[config.mk]
export PLATFORM = sky130hd
export DESIGN_NAME = pah_cfg_regs
export DESIGN_NICKNAME = d
export VERILOG_FILES = /design/src/rtl/core/page_access_histogram_unit_macros.svh /design/src/rtl/core/pah_pkg.sv /design/src/rtl/core/pah_cfg_regs.sv
export SDC_FILE = /design/constraint.sdc
export NUM_CORES = 1
export LEC_CHECK = 0
export BUFFER_PORTS_ARGS = -buffer_cell sky130_fd_sc_hd__buf_2
export CAP_MARGIN = 0
export CORE_MARGIN = 4
export CORE_UTILIZATION = 26
export CTS_BUF_LIST = sky130_fd_sc_hd__clkbuf_8 sky130_fd_sc_hd__clkbuf_16
export DETAILED_ROUTE_END_ITERATION = 7
export PLACE_DENSITY = 0.76
export SLEW_MARGIN = 0
export SYNTH_ARGS = -nofsm -noshare
export SYNTH_HDL_FRONTEND = slang
export SYNTH_SLANG_ARGS = --single-unit
[constraint.sdc]
create_clock -name aclk -period 0.8 [get_ports aclk]
set_input_delay 0.04 -clock aclk [delete_from_list [all_inputs] [get_ports aclk]]
set_output_delay 0.04 -clock aclk [all_outputs]
set_load 0.05 [all_outputs]
[src/rtl/core/page_access_histogram_unit_macros.svh]
// assertion macros for the page access histogram unit
// used by page_access_histogram_unit.sv, no other dependencies
`ifndef PAGE_ACCESS_HISTOGRAM_UNIT_MACROS_SVH
`define PAGE_ACCESS_HISTOGRAM_UNIT_MACROS_SVH
`ifndef SYNTHESIS
`define PAH_ASSERT(lbl, clk, rst_n, prop) \
    lbl: assert property (@(posedge clk) disable iff (!rst_n) prop) \
        else $error("page access histogram check failed");
`define PAH_ASSERT_ALWAYS(lbl, clk, prop) \
    lbl: assert property (@(posedge clk) prop) \
        else $error("page access histogram check failed");
`else
`define PAH_ASSERT(lbl, clk, rst_n, prop)
`define PAH_ASSERT_ALWAYS(lbl, clk, prop)
`endif
`endif

[src/rtl/core/pah_pkg.sv]
// shared types and constants for the page access histogram unit
// no dependencies
`default_nettype none

package pah_pkg;

    localparam int DEF_TABLE_ENTRIES = 64;
    localparam int DEF_COUNT_BITS    = 32;

    localparam int ADDR_W   = 64;
    localparam int INDEX_W  = 6;
    localparam int ACCESS_W = 32;
    localparam int SHIFT_W  = 6;

    localparam logic [SHIFT_W-1:0] PAGE_SHIFT_RESET = 6'd12;

    localparam int S_TDATA_W  = 72;
    localparam int M_TDATA_W  = 96;
    localparam int M_TUSER_W  = 2;
    localparam int CFG_ADDR_W = 3;
    localparam int CFG_DATA_W = 32;

    // register index, taken from paddr[2]
    localparam logic REG_PAGE_SHIFT = 1'b0;

    typedef enum logic {
        ACT_RECORD = 1'b0,
        ACT_READ   = 1'b1
    } pah_action_t;

    typedef struct packed {
        logic               fire;
        pah_action_t        action;
        logic [ADDR_W-1:0]  base;
        logic [INDEX_W-1:0] index;
    } pah_req_t;

    typedef struct packed {
        logic [ADDR_W-1:0]   page_base;
        logic [ACCESS_W-1:0] access_count;
        logic                entry_valid;
        logic                dropped;
    } pah_rsp_t;

endpackage

`default_nettype wire

[src/rtl/core/pah_cfg_regs.sv]
// apb configuration register block (page_shift)
// depends on pah_pkg
`default_nettype none

module pah_cfg_regs import pah_pkg::*; (
    input  wire logic                  aclk,
    input  wire logic                  aresetn,
    input  wire logic                  psel,
    input  wire logic                  penable,
    input  wire logic                  pwrite,
    input  wire logic [CFG_ADDR_W-1:0] paddr,
    input  wire logic [CFG_DATA_W-1:0] pwdata,
    output logic      [CFG_DATA_W-1:0] prdata,
    output logic                       pready,
    output logic      [SHIFT_W-1:0]    page_shift
);

    logic [SHIFT_W-1:0] page_shift_reg;
    logic [SHIFT_W-1:0] page_shift_next;
    logic               wr_en;

    assign pready = 1'b1;
    assign wr_en  = psel && penable && pwrite && pready;

    always_comb begin
        page_shift_next = page_shift_reg;
        if (wr_en && (paddr[2] == REG_PAGE_SHIFT)) begin
            page_shift_next = pwdata[SHIFT_W-1:0];
        end
    end

    always_ff @(posedge aclk) begin
        if (!aresetn) begin
            page_shift_reg <= PAGE_SHIFT_RESET;
        end else begin
            page_shift_reg <= page_shift_next;
        end
    end

    always_comb begin
        prdata = '0;
        if (paddr[2] == REG_PAGE_SHIFT) begin
            prdata = CFG_DATA_W'(page_shift_reg);
        end
    end

    assign page_shift = page_shift_reg;

endmodule

`default_nettype wire

==> flow_summary.json <==
{
  "outcome": "complete, but fails checks",
  "violations": "setup timing",
  "ys_ff_latch": 6,
  "wl_per_cell_microns": 9.99,
  "pin_count": 79,
  "drv_slew": 0,
  "antenna_found_initial": 0,
  "setup_violations": 6,
  "cts_htree_levels": 1,
  "multi_input_area_sq_um": 287,
  "syn_area_sq_um": 523,
  "critPathRequiredTime_ps": 760,
  "p_sw_frac": 0.418,
  "grt_pass1_wl_mm": 1.66,
  "cts-buffers-inserted": 3,
  "powerDensity_nw_per_um2": 1640,
  "switching_power_uw": 506,
  "ys.warnings.count": 0,
  "pwr-share-seq": 0.246,
  "start_util": 0.287,
  "drc": 0,
  "cts_root_buf": "clkbuf_8",
  "p_comb_frac": 0.382,
  "largest_register_ffs": 6,
  "num_rows": 15,
  "fin_cells": 115,
  "num-fill-cells": 199,
  "setup_ws_ps": -101,
  "port_buffers": 23,
  "final_cell_mix": "conb_1, buf_2, buf_4, nand2_1",
  "crit_type": "reg -> out",
  "vdd_drop_max_uv": 568,
  "dieArea_sq_um": 2790,
  "drive_gt1_frac": 0.489,
  "path_max_fanout": 3,
  "nets": 132,
  "final_common_cell": "conb_1",
  "grt_max_degree": 13,
  "die-height_microns": 52.9,
  "drtAntennaViolNets": 0,
  "post-dp-hpwl_microns": 938,
  "seqCellArea_sq_um": 143,
  "route.vias.total": 395,
  "rsz0062_at_grt": "yes",
  "power.internal_uw": 704,
  "finalCriticalPeriod_ps": 901,
  "cts_tree": "done",
  "synth_area_per_cell_sq_um": 8.44,
  "path_clk_slew_ps": 40,
  "hold_class": "in -> reg",
  "crit_path_end_kind": "primary output",
  "skew_ps": 0,
  "finalPower_uw": 1210,
  "startpoint_type": "flip-flop",
  "finalHoldViolCount": 0,
  "clkLatencyLatePin_ps": 220,
  "crit_arrival_ps": 860,
  "core_sq_um": 1820,
  "first_pass_iters": 1,
  "clock_power_share": 0.372,
  "leakagePower_uw": 0.000370,
  "gp_congestion": 0.700,
  "hold_buffers": 0,
  "grt_overflow": 0,
  "final.period_utilization": 1.13,
  "cts_buffer_depth": 2,
  "timing.fmax_mhz": 1110,
  "drt_iter0_drc": 0,
  "synth.distinct_cells": 10,
  "cts.sinks": 6,
  "area_delta_synth_final_pct": 40.9,
  "holdWs_ps": 61.9,
  "post-route-util": 0.405,
  "routed_wl_mm": 1.15,
  "vias_per_cell": 3.43,
  "grt_util_all_layers": 0.0855,
  "min_delay_path_depth": 3,
  "synth_cells": 62,
  "rr_worst_depth": 3,
  "ys_seq_area_frac": 0.230,
  "diodes": 0,
  "placed_cells": 109,
  "die_w_microns": 52.9,
  "drv_cap": 0,
  "grt_pass1_vias": 395
}
worst max-delay path, cell delays in order (launching register included):
cell and delay, ps:
dfxtp_4 340, and2b_4 160, buf_8 140
per-stage QoR:
stage	area (sq um)	setup WS [ps]	TNS, ps
2_1_floorplan	647	62.4	0
3_3_place_gp	598	-4.30	-17.3
3_5_place_dp	598	-51.3	-219
4_1_cts	712	-105	-678
5_1_grt	737	-123	-768
6_report	737	-101	-591
cell families (layout without fill, tap and decap cells):
family                 count (synthesis)  after routing  synth area share
AND/OR/NAND/NOR                       19             19             0.225
multiplexers                           6              6             0.115
other                                  2             27            0.0144
buffers and inverters                 29             32             0.416
flip-flops                             6              6             0.230
what timing repair did:
action	CTS	global route
resized for setup	19	6
setup endpoints to repair	12	12
buffers inserted	2	1
pin swaps	0	0
endpoints found under the hold margin	0	0
power groups by stage:
| stage | Clock, uW | Sequential [uW] | Combinational (uW) |
|---|---|---|---|
| global placement | 0 | 301 | 425 |
| detailed placement | 0 | 302 | 429 |
| global route | 489 | 298 | 484 |
| floorplan | 0 | 325 | 456 |
| CTS | 469 | 297 | 452 |
| finish | 450 | 298 | 462 |
final cells by class:
class	count	share of cell area
Tap cell	25	0.0424
Clock buffer	3	0.0560
Timing Repair Buffer	29	0.319
Sequential cell	6	0.194
Multi-Input combinational cell	52	0.389
cells in the mapped netlist:
library cell / number / area share
nor2b_1: 4 / 0.048
dfxtp_1: 6 / 0.23
buf_6: 1 / 0.022
conb_1: 2 / 0.014
mux2i_1: 6 / 0.11
and4b_1: 1 / 0.019
nand2_1: 8 / 0.057
buf_4: 27 / 0.39
and2b_2: 6 / 0.10
clkbuf_1: 1 / 0.0072
metal layers:
| layer | up-vias | track usage | wire, microns |
|---|---|---|---|
| li1 | 194 | - | - |
| met4 | 0 | 0.0383 | 0 |
| met5 | - | 0 | 0 |
| met3 | 0 | 0.0366 | 132 |
| met1 | 171 | 0.0878 | 418 |
| met2 | 30 | 0.149 | 598 |
final timing paths:
check        slack, ps             to           from
max reg2reg         60  page_shift[2]  page_shift[2]
min                 60  page_shift[4]      pwdata[4]
min reg2reg        480  page_shift[4]  page_shift[4]
max               -100      prdata[2]  page_shift[2]
(Power assumes the default switching activity.)
